File: src/rtl/core/csps_pkg.sv
// Types and constants of the cardinal spline path stepper.
// No dependencies; used by the interfaces, the lanes, the basis unit and the top level.
package csps_pkg;

  localparam int STEP_W     = 22;
  localparam int SCALE_W    = 24;
  localparam int SEG_W      = 6;
  localparam int IDX_IN_W   = 6;
  localparam int COORD_W    = 32;
  localparam int T_W        = 16;
  localparam int H_W        = 18;
  localparam int M_W        = 41;
  localparam int PROD_W     = 65;
  localparam int ACC_W      = 64;
  localparam int CFG_IDX_W  = 2;
  localparam int CFG_DATA_W = 24;
  localparam int NUM_LANES  = 4;

  localparam logic [STEP_W-1:0]         STEP_RESET  = 22'd655;
  localparam logic signed [SCALE_W-1:0] SCALE_RESET = 24'sd32768;
  localparam logic [SEG_W-1:0]          SEGS_RESET  = 6'd4;

  localparam logic [CFG_IDX_W-1:0] CFG_STEP_SIZE     = 2'd0;
  localparam logic [CFG_IDX_W-1:0] CFG_TANGENT_SCALE = 2'd1;
  localparam logic [CFG_IDX_W-1:0] CFG_SEGMENT_COUNT = 2'd2;

  typedef enum logic [1:0] {
    REQ_LOAD    = 2'd0,
    REQ_TICK    = 2'd1,
    REQ_RESTART = 2'd2
  } req_e;

  typedef enum logic [2:0] {
    OP_IDLE,
    OP_M1,
    OP_M2,
    OP_H00P1,
    OP_H01P2,
    OP_H10M1,
    OP_H11M2
  } lane_op_e;

  typedef struct packed {
    logic [3:0] ld_p;
    lane_op_e   op;
  } lane_ctrl_t;

  typedef struct packed {
    logic signed [H_W-1:0] h00;
    logic signed [H_W-1:0] h10;
    logic signed [H_W-1:0] h01;
    logic signed [H_W-1:0] h11;
  } basis_t;

endpackage

File: src/rtl/core/csps_basis.sv
// Hermite basis pipeline: squares and cubes the 16-bit fraction and forms the four weights.
// Depends on csps_pkg for the basis_t type.
module csps_basis (
  input  logic                      clk_i,
  input  logic                      rst_ni,
  input  logic                      start_i,
  input  logic [csps_pkg::T_W-1:0]  t_i,
  output csps_pkg::basis_t          basis_o
);
  import csps_pkg::*;

  localparam logic signed [H_W-1:0] H_ONE = 18'sd65536;

  logic [T_W-1:0]   t_q, t2_q, t3_q;
  logic [2*T_W-1:0] sq, cube;
  logic signed [H_W-1:0] e_t, e_t2, e_t3;
  basis_t basis_d, basis_q;

  assign sq   = t_q * t_q;
  assign cube = t2_q * t_q;

  assign e_t  = $signed({2'b00, t_q});
  assign e_t2 = $signed({2'b00, t2_q});
  assign e_t3 = $signed({2'b00, t3_q});

  always_comb begin
    basis_d.h00 = (e_t3 <<< 1) - e_t2 - (e_t2 <<< 1) + H_ONE;
    basis_d.h10 = e_t3 - (e_t2 <<< 1) + e_t;
    basis_d.h01 = e_t2 + (e_t2 <<< 1) - (e_t3 <<< 1);
    basis_d.h11 = e_t3 - e_t2;
  end

  always_ff @(posedge clk_i or negedge rst_ni) begin
    if (!rst_ni) begin
      t_q <= '0;
    end else if (start_i) begin
      t_q <= t_i;
    end
  end

  always_ff @(posedge clk_i) begin
    t2_q    <= sq[2*T_W-1:T_W];
    t3_q    <= cube[2*T_W-1:T_W];
    basis_q <= basis_d;
  end

  assign basis_o = basis_q;

endmodule

File: config.mk
export PLATFORM = sky130hd
export DESIGN_NAME = csps_basis
export DESIGN_NICKNAME = d
export VERILOG_FILES = /design/src/rtl/core/csps_pkg.sv /design/src/rtl/core/csps_basis.sv
export SDC_FILE = /design/constraint.sdc
export NUM_CORES = 1
export LEC_CHECK = 0
export BUFFER_PORTS_ARGS = -buffer_cell sky130_fd_sc_hd__buf_2
export CORE_MARGIN = 2
export CORE_UTILIZATION = 60
export CTS_CLUSTER_SIZE = 30
export DETAILED_ROUTE_END_ITERATION = 10
export GPL_ROUTABILITY_DRIVEN = 0
export PLACE_DENSITY_LB_ADDON = 0.08
export SYNTH_ARGS = -nofsm -noshare
export SYNTH_HDL_FRONTEND = slang
export SYNTH_SLANG_ARGS = --single-unit
File: constraint.sdc
create_clock -name clk_i -period 15.4 [get_ports clk_i]
set_input_delay 0.77 -clock clk_i [delete_from_list [all_inputs] [get_ports clk_i]]
set_output_delay 0.77 -clock clk_i [all_outputs]
set_load 0.02 [all_outputs]
# [Yosys cells after proc, flatten, opt, wreduce, memory -nomap -nowiden]
# Index checks and enable logic that the tools add are counted.
[classes] multipliers=2 n_lt_le_gt_ge=0 mux=0 n_reduce_logical=0 n_eq_ne=0 n_div=0 shifts=0 add_sub_neg=8 n_bitwise=0
[op_table] op="16-bit by 16-bit multiplier with 32-bit output" count=2
[op_table] op="18-bit subtractor" count=2
[op_table] op="16-bit by 17-bit adder with 18-bit output" count=1
[op_table] op="18-bit by 17-bit adder with 18-bit output" count=1
[op_table] op="18-bit adder (second input constant)" count=1
[op_table] op="16-bit by 17-bit subtractor with 18-bit output" count=1
[op_table] op="17-bit by 16-bit subtractor with 18-bit output" count=1
[op_table] op="16-bit by 16-bit subtractor with 17-bit output" count=1
[totals] register_bits=120 rom_bits=0 n_memories=0 inputBits=19 output_inout_bits=72 latchBits=0 elab_cells=17 ram_bits=0

# [Logic depth before layout (Yosys ltp)]
[logic_depth] depth_word=3 depth_mapped=25 mapped_depth_nobuf=23

# [Worst setup path after synthesis]
# No wires, ideal clock.
[synth_timing] kind="flip-flop to flip-flop" startpoint="register t_q[4]" endpoint="register t3_q[15]" arrival_time_ns=6.028 period_less_slack_ns=6.149 t_required_ns=15.279 path_stages_with_launch=24 path_buffers=2 setup_ns=0.121 setup_slack_ns=9.251 cell_sequence="dfrtp_1 clkbuf_1 clkinv_1 clkbuf_1 nor2_1 fa_1 inv_1 fa_1 inv_1 fa_1 fa_1 fa_1 inv_1 fa_1 inv_1 ha_1 nand4_2 or4_1 o32a_2 a311oi_2 o31ai_2 nand2b_2 a21oi_2 xnor2_1"
[synth_via] elab_chain_len=1
[synth_lines] item="start: declaration" line_no="csps_basis.sv:14" text="logic [T_W-1:0] t_q, t2_q, t3_q;"
[synth_lines] item="start signal: assignment" line_no="csps_basis.sv:37" text="t_q <= t_i;"
[synth_lines] item="16-bit by 16-bit multiplier with 32-bit output" line_no="csps_basis.sv:20" text="assign cube = t2_q * t_q;"
[synth_lines] item="via cube[31]" line_no="csps_basis.sv:15" text="logic [2*T_W-1:0] sq, cube;"
[synth_lines] item="end signal: assignment" line_no="csps_basis.sv:43" text="t3_q <= cube[2*T_W-1:T_W];"
[synth_lines] item="end: declaration" line_no="csps_basis.sv:14"
# The timed path passes the listed nets, and every way through them passes these cells.
# A chain may end at the register's enable or synchronous reset.

# [Final worst setup path]
[layout_timing] startpoint="register t_q[6]" endpoint="register t3_q[15]"
# The elaborated chain is that of the path after synthesis.

==> metrics.txt <==
status=completed; wire per inst=roughly 18 um; cells along the critical path=clkinv_1 -> nor2_1 -> fa_1 -> inv_1 -> fa_1 -> fa_1 -> inv_1 -> fa_1 -> fa_1 -> inv_1 -> fa_1 -> inv_1 -> ha_1 -> nand3_2 -> or4_1 -> o32a_2 -> a311oi_2 -> o31ai_2 -> nand2b_2 -> a21oi_2 -> xnor2_1; Setup TNS Final=0 ps; cell count after synthesis=between 2000 and 2500; kind of critical path=reg -> reg; largest stage delay on the critical path=900 ps; synthesized cell area=21300 um^2; area of the die=~37000 um^2; total CTS buffers=17; cell with the most instances after synthesis=inv_1; Sink Count=between 100 and 150; syn_area_per_cell=8.94 um^2; CP startpoint kind=flip-flop; gr usage total=0.306; pin count of the biggest net entering global routing=37; top post-synthesis cells by count=577 x inv_1, 388 x fa_1, 296 x ha_1; TritonRoute pass-1 iters=5; Max-slew headroom=0.288; CTS tree=built; hold buffers post-CTS=0; post-synth top area cell=fa_1; share of layout cells above drive strength 1=0.0638; cell mode on critical path=fa_1; Seq/Total Area, Yosys=0.115; Initial Util=0.613; RSZ-0062 raised after global routing=false; async set-reset flop share out of synthesis=0.136; min-delay worst type=in -> async; Final ANT Viol Nets=0; post-route clock skew=between 10 and 15 ps; Tmin final=between 7000 and 8000 ps; Max H-tree Level=4; post-cts resize count=0; Crit path arrival time=7760 ps; post-CTS setup buffers=0; grt total ovfl=0; worst-margin pin slew=about 1100 ps; clock tree buffer depth=2; f_max=roughly 130 MHz; Post-synth EDFFs=0; die width=about 190 um; # Max-Cap Violations=0; Vert. Die Dim=around 190 um; IO Port Bufs=90; DRC=0; Vias=approximately 16000; Area growth syn-to-layout=7.19%; Final period util=0.483; CP max stage cell=clkinv_1; post-synth cell types=65; synthesis warning total=0; ys flop type=dfxtp_1; dpl hpwl=between 40 and 50 mm; DRT iter0 DRCs=about 940; hold_ws=slightly below 300 ps; wire length of the first global-routing pass=approximately 87 mm; final worst slack=7970 ps; number of nets in the layout=about 3100; initial antenna violation count=1; post-route cell area=roughly 23000 um^2; row count=68; Critical Path Fanout Max=19; number of global-route vias before repair=17000; root buffer selected by CTS=clkbuf_16; Yosys reg bits=approximately 120; top cell type's share of synthesized area=0.365; Final Setup Violations=0; ant diodes=0; Pins Over Slew Limit=0; core area=34700 um^2; syn nets=a little over 3000; Synth area leaders=fa_1 37%, ha_1 17%, inv_1 10%; critical path endpoint category=flip-flop; DP Area=approximately 22000 um^2; IO Pins=between 90 and 100; Via-to-Cell Ratio=between 5 and 6; Reg clk slew, reported paths=about 70 ps; Worst-Skew Late Latency=around 440 ps; post-place setup slack=around 8000 ps; Routed WL=roughly 52 mm; Fin. Hold Viols=0; Req. time, crit path=between 15000 and 20000 ps
final timing paths:
check                           cells past startpoint  slack, ps  startpoint           to
worst max register to register                     21       7970      t_q[6]     t3_q[15]
worst max-delay path                               21       7970      t_q[6]     t3_q[15]
worst min register to register                      1        560     t2_q[0]  basis_o[54]
max in group asynchronous                           1      14750      rst_ni      t_q[15]
worst min-delay path                                1        290      rst_ni       t_q[0]
min in group clk_i                                  3        540      t_i[2]       t_q[2]
final cells by class:
type	count	area, um^2
clock inverters	9	159
well taps	455	569
fillers	2885	11900
inverters	590	2210
flip-flops and latches	118	2440
repair buffers	107	578
clock buffers	22	507
multi-input cells	1598	16300
placed cells by master (no fill, tap or decap), types with 4 or more instances in the layout:
| master | synthesis | final |
|---|---|---|
| inv_1 | 577 | 577 |
| fa_1 | 388 | 388 |
| ha_1 | 296 | 296 |
| nand2_1 | 254 | 254 |
| nor2_1 | 199 | 199 |
| dfxtp_1 | 102 | 102 |
| buf_2 | 2 | 90 |
| xnor2_1 | 64 | 64 |
| a21oi_1 | 57 | 57 |
| o21ai_0 | 47 | 47 |
| a21o_1 | 38 | 38 |
| xor2_1 | 26 | 26 |
| o21ai_1 | 20 | 20 |
| nor3_1 | 20 | 20 |
| clkbuf_16 | 0 | 19 |
| and2_1 | 18 | 18 |
| buf_4 | 2 | 17 |
| nand3_1 | 16 | 16 |
| dfrtp_1 | 16 | 16 |
| nor2b_1 | 15 | 15 |
| nand4_1 | 12 | 12 |
| clkinv_1 | 11 | 11 |
| and3_1 | 11 | 11 |
| o21a_1 | 11 | 11 |
| a211oi_1 | 11 | 11 |
| a31oi_1 | 8 | 8 |
| o21bai_1 | 7 | 7 |
| nand2b_1 | 7 | 7 |
| or3_1 | 7 | 7 |
| a21boi_1 | 6 | 6 |
| o211ai_1 | 5 | 5 |
| or2_2 | 4 | 4 |
| o211a_1 | 4 | 4 |
| o41ai_1 | 4 | 4 |
| bufinv_16 | 0 | 4 |
worst max-delay path: cells and delay by family (launching register included):
kind,cells,cell delay (ps)
AO/OA/AOI/OAI,4,840
adder cells (fa/ha/maj),7,3220
buffers and inverters,5,1130
flip-flops,1,780
XOR/XNOR,1,110
AND/OR/NAND/NOR,4,1230
flip-flops by register name, indices dropped and copies added (netlist names):
signal / cells
basis_o: 70
t2_q: 16
t3_q: 16
t_q: 16
stage by stage:
step	utilization	cells
finish	0.657	2899
global route	0.657	2899
CTS	0.657	2899
detailed placement	0.638	2868
global placement	0.638	2868
floorplan	-	2379
per-layer routing:
layer | track usage | vias up | share of wire
li1 | - | 7343 | -
met1 | 0.398 | 7884 | 0.41
met2 | 0.520 | 646 | 0.48
met3 | 0.0506 | 135 | 0.073
met4 | 0.101 | 4 | 0.034
met5 | 0 | - | 0.00059
kinds of logic (layout without fill, tap and decap cells):
logic type	Yosys count	count (layout)	share of synthesized area
AO/OA/AOI/OAI	247	247	0.0752
buffers and inverters	663	728	0.117
multiplexers	4	4	0.00200
XOR/XNOR	90	90	0.0371
flip-flops	118	118	0.115
AND/OR/NAND/NOR	573	573	0.114
adder cells (fa/ha/maj)	684	684	0.539
Power is not shown: default switching activity piles up to over one toggle a cycle in this logic, so the estimate is an artifact.
