**src/rtl/core/csps_pkg.sv**
```systemverilog
// Types and constants of the cardinal spline path stepper.
// No dependencies; used by the interfaces, the lanes, the basis unit and the top level.
package csps_pkg;

  localparam int STEP_W     = 22;
  localparam int SCALE_W    = 24;
  localparam int SEG_W      = 6;
  localparam int IDX_IN_W   = 6;
  localparam int COORD_W    = 32;
  localparam int T_W        = 16;
  localparam int H_W        = 18;
  localparam int M_W        = 41;
  localparam int PROD_W     = 65;
  localparam int ACC_W      = 64;
  localparam int CFG_IDX_W  = 2;
  localparam int CFG_DATA_W = 24;
  localparam int NUM_LANES  = 4;

  localparam logic [STEP_W-1:0]         STEP_RESET  = 22'd655;
  localparam logic signed [SCALE_W-1:0] SCALE_RESET = 24'sd32768;
  localparam logic [SEG_W-1:0]          SEGS_RESET  = 6'd4;

  localparam logic [CFG_IDX_W-1:0] CFG_STEP_SIZE     = 2'd0;
  localparam logic [CFG_IDX_W-1:0] CFG_TANGENT_SCALE = 2'd1;
  localparam logic [CFG_IDX_W-1:0] CFG_SEGMENT_COUNT = 2'd2;

  typedef enum logic [1:0] {
    REQ_LOAD    = 2'd0,
    REQ_TICK    = 2'd1,
    REQ_RESTART = 2'd2
  } req_e;

  typedef enum logic [2:0] {
    OP_IDLE,
    OP_M1,
    OP_M2,
    OP_H00P1,
    OP_H01P2,
    OP_H10M1,
    OP_H11M2
  } lane_op_e;

  typedef struct packed {
    logic [3:0] ld_p;
    lane_op_e   op;
  } lane_ctrl_t;

  typedef struct packed {
    logic signed [H_W-1:0] h00;
    logic signed [H_W-1:0] h10;
    logic signed [H_W-1:0] h01;
    logic signed [H_W-1:0] h11;
  } basis_t;

endpackage

```
**src/rtl/core/csps_lane.sv**
```systemverilog
// One component lane: holds four points, forms both tangents and the blended sum with
// a shared multiplier, then rounds and saturates (p1 at zero fraction); needs csps_pkg.
module csps_lane (
  input  logic                               clk_i,
  input  logic                               rst_ni,
  input  csps_pkg::lane_ctrl_t               ctrl_i,
  input  logic signed [csps_pkg::COORD_W-1:0] rdata_i,
  input  logic signed [csps_pkg::SCALE_W-1:0] scale_i,
  input  csps_pkg::basis_t                   basis_i,
  input  logic                               frac_zero_i,
  output logic signed [csps_pkg::COORD_W-1:0] result_o
);
  import csps_pkg::*;

  localparam logic signed [ACC_W-1:0] ROUND_HALF = 64'sd32768;

  logic signed [COORD_W-1:0] p_q [4];
  logic signed [M_W-1:0]     m1_q, m2_q;
  logic signed [PROD_W-1:0]  prod_q, prod_d;
  logic signed [ACC_W-1:0]   acc_q, rnd;
  lane_op_e                  op_q;
  logic signed [SCALE_W-1:0] mul_a;
  logic signed [M_W-1:0]     mul_b;
  logic signed [COORD_W:0]   diff_20, diff_31;
  logic signed [47:0]        shifted;
  logic signed [COORD_W-1:0] sat;

  assign diff_20 = $signed({p_q[2][COORD_W-1], p_q[2]}) - $signed({p_q[0][COORD_W-1], p_q[0]});
  assign diff_31 = $signed({p_q[3][COORD_W-1], p_q[3]}) - $signed({p_q[1][COORD_W-1], p_q[1]});

  always_comb begin
    mul_a = '0;
    mul_b = '0;
    unique case (ctrl_i.op)
      OP_M1: begin
        mul_a = scale_i;
        mul_b = M_W'(diff_20);
      end
      OP_M2: begin
        mul_a = scale_i;
        mul_b = M_W'(diff_31);
      end
      OP_H00P1: begin
        mul_a = SCALE_W'(basis_i.h00);
        mul_b = M_W'(p_q[1]);
      end
      OP_H01P2: begin
        mul_a = SCALE_W'(basis_i.h01);
        mul_b = M_W'(p_q[2]);
      end
      OP_H10M1: begin
        mul_a = SCALE_W'(basis_i.h10);
        mul_b = m1_q;
      end
      OP_H11M2: begin
        mul_a = SCALE_W'(basis_i.h11);
        mul_b = m2_q;
      end
      default: begin
        mul_a = '0;
        mul_b = '0;
      end
    endcase
  end

  assign prod_d = PROD_W'(mul_a) * PROD_W'(mul_b);

  always_ff @(posedge clk_i or negedge rst_ni) begin
    if (!rst_ni) begin
      op_q <= OP_IDLE;
    end else begin
      op_q <= ctrl_i.op;
    end
  end

  always_ff @(posedge clk_i) begin
    for (int k = 0; k < 4; k++) begin
      if (ctrl_i.ld_p[k]) begin
        p_q[k] <= rdata_i;
      end
    end
    prod_q <= prod_d;
    unique case (op_q)
      OP_M1:    m1_q  <= prod_q[M_W+15:16];
      OP_M2:    m2_q  <= prod_q[M_W+15:16];
      OP_H00P1: acc_q <= prod_q[ACC_W-1:0];
      OP_H01P2, OP_H10M1, OP_H11M2: acc_q <= acc_q + prod_q[ACC_W-1:0];
      default: ;
    endcase
  end

  assign rnd     = acc_q + ROUND_HALF;
  assign shifted = rnd[ACC_W-1:16];

  always_comb begin
    if (shifted[47:31] == {17{shifted[47]}}) begin
      sat = shifted[COORD_W-1:0];
    end else if (shifted[47]) begin
      sat = {1'b1, {(COORD_W-1){1'b0}}};
    end else begin
      sat = {1'b0, {(COORD_W-1){1'b1}}};
    end
  end

  assign result_o = frac_zero_i ? p_q[1] : sat;

endmodule

```
**config.mk**
```make
export PLATFORM = sky130hd
export DESIGN_NAME = csps_lane
export DESIGN_NICKNAME = d
export VERILOG_FILES = /design/src/rtl/core/csps_pkg.sv /design/src/rtl/core/csps_lane.sv
export SDC_FILE = /design/constraint.sdc
export NUM_CORES = 2
export LEC_CHECK = 0
export BUFFER_PORTS_ARGS = -buffer_cell sky130_fd_sc_hd__clkbuf_2
export CAP_MARGIN = 40
export CORE_MARGIN = 10
export CORE_UTILIZATION = 59
export DETAILED_ROUTE_END_ITERATION = 16
export MAX_ROUTING_LAYER = met4
export PLACE_DENSITY = 0.83
export SYNTH_ARGS = -nofsm -noshare
export SYNTH_HDL_FRONTEND = slang
export SYNTH_SLANG_ARGS = --single-unit
```
**constraint.sdc**
```tcl
create_clock -name clk_i -period 9.9 [get_ports clk_i]
set_clock_uncertainty 0.1 [all_clocks]
set_input_delay 0.495 -clock clk_i [delete_from_list [all_inputs] [get_ports clk_i]]
set_output_delay 0.495 -clock clk_i [all_outputs]
set_load 0.1 [all_outputs]
```
# Word level (Yosys, flattened, before mapping)

Memory sizes are Yosys's and may differ from the RTL's.
Cells that the tools add are included.

RAM bits: 128
Input port bits: 138
Register bits after elaboration: 213
Memories: 1
Word-level logic and storage cells: 41
Output and inout port bits: 32

Reduce and logical (&&, ||, !) cells: 3
Multiply operators: 1
Add/subtract/negate cells: 4
Multiplexer cells: 14
Eq/ne operators: 13

Memories:

| name | depth | width | rd ports | clocked after Yosys merged registers in | wr ports | RTL line        | RTL |
|---|---|---|---|---|---|---|---|
| p_q  | 4     | 32    | 4        | 0                                       | 4        | csps_lane.sv:17 | `logic signed [COORD_W-1:0] p_q [4];` |

Operators by type and width:

| operator                                                               | count |
|---|---|
| 41-bit one-hot mux with 6 select lines                                 | 1 |
| 64-bit one-hot mux with 2 select lines                                 | 1 |
| 24-bit one-hot mux with 5 select lines                                 | 1 |
| 32-bit two-way mux                                                     | 3 |
| 32-bit by 32-bit subtractor with 33-bit output                         | 2 |
| 64-bit by 17-bit adder with 64-bit output (second input constant)      | 1 |
| 64-bit adder                                                           | 1 |
| 24-bit by 41-bit multiplier with 64-bit output                         | 1 |
| 3-bit equality test (second input constant)                            | 6 |
| 16-bit equality test                                                   | 1 |
| 3-bit by 2-bit equality test with 1-bit output (second input constant) | 4 |
| 1-bit two-way mux                                                      | 8 |
| 3-bit by 1-bit equality test with 1-bit output (second input constant) | 2 |
| 3-bit OR reduction                                                     | 1 |
| 2-bit nonzero test                                                     | 1 |
| 2-bit OR reduction                                                     | 1 |

# Depth between registers and ports, before layout

Depth after elaboration: 4
Mapped depth: 41
Mapped depth without buffers: 39

# Worst setup path after synthesis

OpenSTA, ideal clock, no wires.

Path type: reg-to-reg
Start point: memory p_q[2][8]
End point: register prod_q[62]
Slack: 0.168 ns
Period minus slack after synthesis: 9.732 ns
Path buffers: 1
Arrival: 9.560 ns
Library setup time: 0.072 ns
Data required time: 9.728 ns
Cell stages (with the launch flop): 38
Path through: edfxtp_1 -> ha_1 -> and2_1 -> a221oi_1 -> o21bai_1 -> o21a_1 -> o21ai_1 -> a21oi_1 -> o41ai_1 -> o21ai_0 -> xor2_1 -> a221o_1 -> clkbuf_1 -> nand2_1 -> fa_1 -> fa_1 -> inv_1 -> fa_1 -> [... 2 more ...] -> inv_1 -> fa_1 -> inv_1 -> fa_1 -> inv_1 -> fa_1 -> ha_1 -> a211oi_1 -> nand2_1 -> a311oi_1 -> o31ai_1 -> a31oi_1 -> a21oi_1 -> a31oi_1 -> o311ai_1 -> a221o_1 -> a41oi_1 -> xnor2_1

RTL lines:

| item                 | RTL line        | RTL |
|---|---|---|
| start, declared      | csps_lane.sv:17 |  |
| end signal, assigned | csps_lane.sv:82 | `prod_q <= prod_d;` |
| end, declared        | csps_lane.sv:19 | `logic signed [PROD_W-1:0] prod_q, prod_d;` |

==> impl_metrics.yaml <==
timing:
  setup_tns_ns: 0
  rsz0062_at_grt: "true"
  fin_crit_ns: 9.87
  slew_viol_final: 0
  fmax_mhz: 101
  setup_viol: 0
  hold_violations: 0
  setup_slack_ns: 0.0274
  maxSlewHeadroom: 0.370
  worst_slew_pin_slew_ns: 0.945
  finalCritPeriodShare: 0.997
setup_path:
  crit_fanout: 6
  crit_path_start_kind: "flop"
  worstSetupPathType: "flop to flop"
  worstRegToRegCells: 39
  endpoint_kind: "flop"
  slowest_delay_ns: 0.62
  rr_endpoint: "prod_q[63]"
  rr_startpoint: "p_q[0][8]"
  cpMaxStageDelayCell: "fa_2"
  required_ns: 10.27
  critPathArrivalTime_ns: 10.25
  timing.reg2reg.setup_slack_ns: 0.03
  path_common_cell: "fa_1"
min_path:
  hp-start: "rdata_i[31]"
  whs_path_depth: 1
  hold_path.class: "primary input to flop"
  min_to: "p_q[3][31]"
synthesis:
  synth.avg_cell_area_um2: 9.24
  ys_seq_elements: 341
  synthCells: 5724
  ys_warn_count: 0
  synth_edf_count: 274
  async_flop_share: 0.00880
  syn-cell-area_mm2: 0.0529
  netlist-cell-type-count: 94
  synth_ff_type: "edfxtp_1"
  synth_fp_nets: 7132
  yosysSeqAreaShare: 0.181
detailed_routing:
  ant_nets: 0
  drt_iter0_drc: 4516
  wl_met3_mm: 16.5
  drt_first_pass_iters: 7
  num_vias: 44100
  dr.max_layer_used: "met4"
  drc: 0
  route.met2.wl_mm: 78.7
  wl_mm: 164
  post_drt_via_cell_ratio: 6.04
  met1Wirelength_mm: 56.4
  wire_per_inst_um: 22.5
floorplan:
  start_util: 0.597
  coreArea_mm2: 0.0886
  pin_count: 170
  die_w_um: 319
  die_h_um: 319
  dieArea_mm2: 0.102
  std_cell_rows: 109
place:
  place_hpwl_mm: 133
  place.gp.congestion: 1.01
  portBuffers: 169
  post-place-ws_ns: -0.305
  dp.cells: 7192
cts:
  clk_path_buf_depth: 3
  clock-sinks: 341
  clock_latency_ns: 0.59
  root_buffer: "clkbuf_16"
  h-tree-depth: 1
  clk_pin_slew_worst_paths_ns: 0.08
  cts-buffers-inserted: 31
  cts_tree: "yes"
status:
  outcome: "completed"
global_routing:
  antenna_found_initial: 5
  grt_usage: 0.325
  grt_max_degree: 74
  grt_pass1_vias: 46800
  grt_pass1_wl_mm: 253
  gr-total-overflow: 0
cells_and_area:
  mostFrequentLayoutCells: "inv_1, fa_1, nand2_1"
  final_common_cell: "inv_1"
  nets: 7508
  drive_gt1_frac: 0.136
  area_delta_synth_final_pct: 13.7
  fin_util: 0.679
  instances_no_fill: 7297
run:
  maxCapViolCount: 0
==> stage by stage <==
step | hold slack [ns] | area (um^2)
after floorplan | 0.0994 | 52900
after global placement | 0.201 | 57700
after detailed placement | 0.202 | 57800
after CTS | 0.0161 | 59000
after global routing | 0.0221 | 60100
final | 0.0300 | 60200
==> cell type report <==
type / instances / area, um^2
diodes: 8 / 20.0
clock buffers: 37 / 851
clock inverters: 20 / 219
fillers: 6589 / 28500
inverters: 1142 / 4290
multi-input cells: 3993 / 39000
flip-flops and latches: 341 / 9580
well taps: 1165 / 1460
repair buffers: 591 / 4750
==> synthesized netlist by cell type (all sizes together), types with 25 or more instances <==
cell type | number | area, um^2
a21o | 109 | 818
a21oi | 246 | 1230
a221o | 28 | 280
a22oi | 70 | 526
and2 | 80 | 500
clkbuf | 224 | 841
dfxtp | 64 | 1280
edfxtp | 274 | 8230
fa | 976 | 19500
ha | 294 | 3680
inv | 1142 | 4290
nand2 | 876 | 3290
nand2b | 28 | 175
nand3 | 71 | 368
nand4 | 33 | 221
nor2 | 362 | 1360
nor2b | 33 | 206
nor3 | 28 | 145
o21a | 25 | 188
o21ai | 185 | 930
o21bai | 42 | 315
xnor2 | 134 | 1170
xor2 | 84 | 736
==> registers in the layout, indices dropped and copies added (netlist names) <==
name	cells
m1_q	41
op_q	3
p_q	128
m2_q	41
prod_q	64
acc_q	64
==> critical path, delay by kind of cell, from the launching register on <==
kind | cells | cell delay (ns)
compound gates | 14 | 3.00
buf+inv | 9 | 0.96
fa+ha+maj | 9 | 4.03
simple gates | 5 | 0.69
flops | 1 | 0.39
xor+xnor | 2 | 0.60
==> timing repair <==
item / in CTS / in global routing
cloned: 0 / 6
resized for setup: 15 / 151
hold buffers: 3 / 0
buffers inserted: 1 / 28
pin swaps: 1 / 85
setup endpoints to repair: 10 / 24
endpoints found under the hold margin: 5 / 0
==> logic make-up after synthesis <==
logic type,after synthesis,synth area share
and+or+nand+nor,1592,0.130
muxes,5,0.000993
AOI/OAI and AO/OA,907,0.113
buffers and inverters,1390,0.0993
xor gates and xnor gates,219,0.0365
DFF,341,0.181
adders and majority gates,1270,0.439
==> routing by layer <==
layer	track usage	up-vias
li1	-	18800
met1	0.369	21800
met2	0.529	2602
met3	0.0685	834
met4	0.192	0
met5	-	-
==> worst max-delay path by stage <==
stage                          from         end  slack, ns  depth (start not counted)
after detailed placement  p_q[1][1]  prod_q[63]      -0.31                         35
after global routing      p_q[2][8]  prod_q[63]      -0.20                         36
final                     p_q[0][8]  prod_q[63]       0.03                         39
after CTS                 p_q[3][2]  prod_q[61]     -0.001                         39
after floorplan           p_q[2][8]  prod_q[62]       0.17                         37
after global placement    p_q[2][0]  prod_q[63]      -0.02                         39
Power is left out: the tool's default activity adds up to more than one toggle a clock period on the data nets, which glitch-free logic cannot reach.
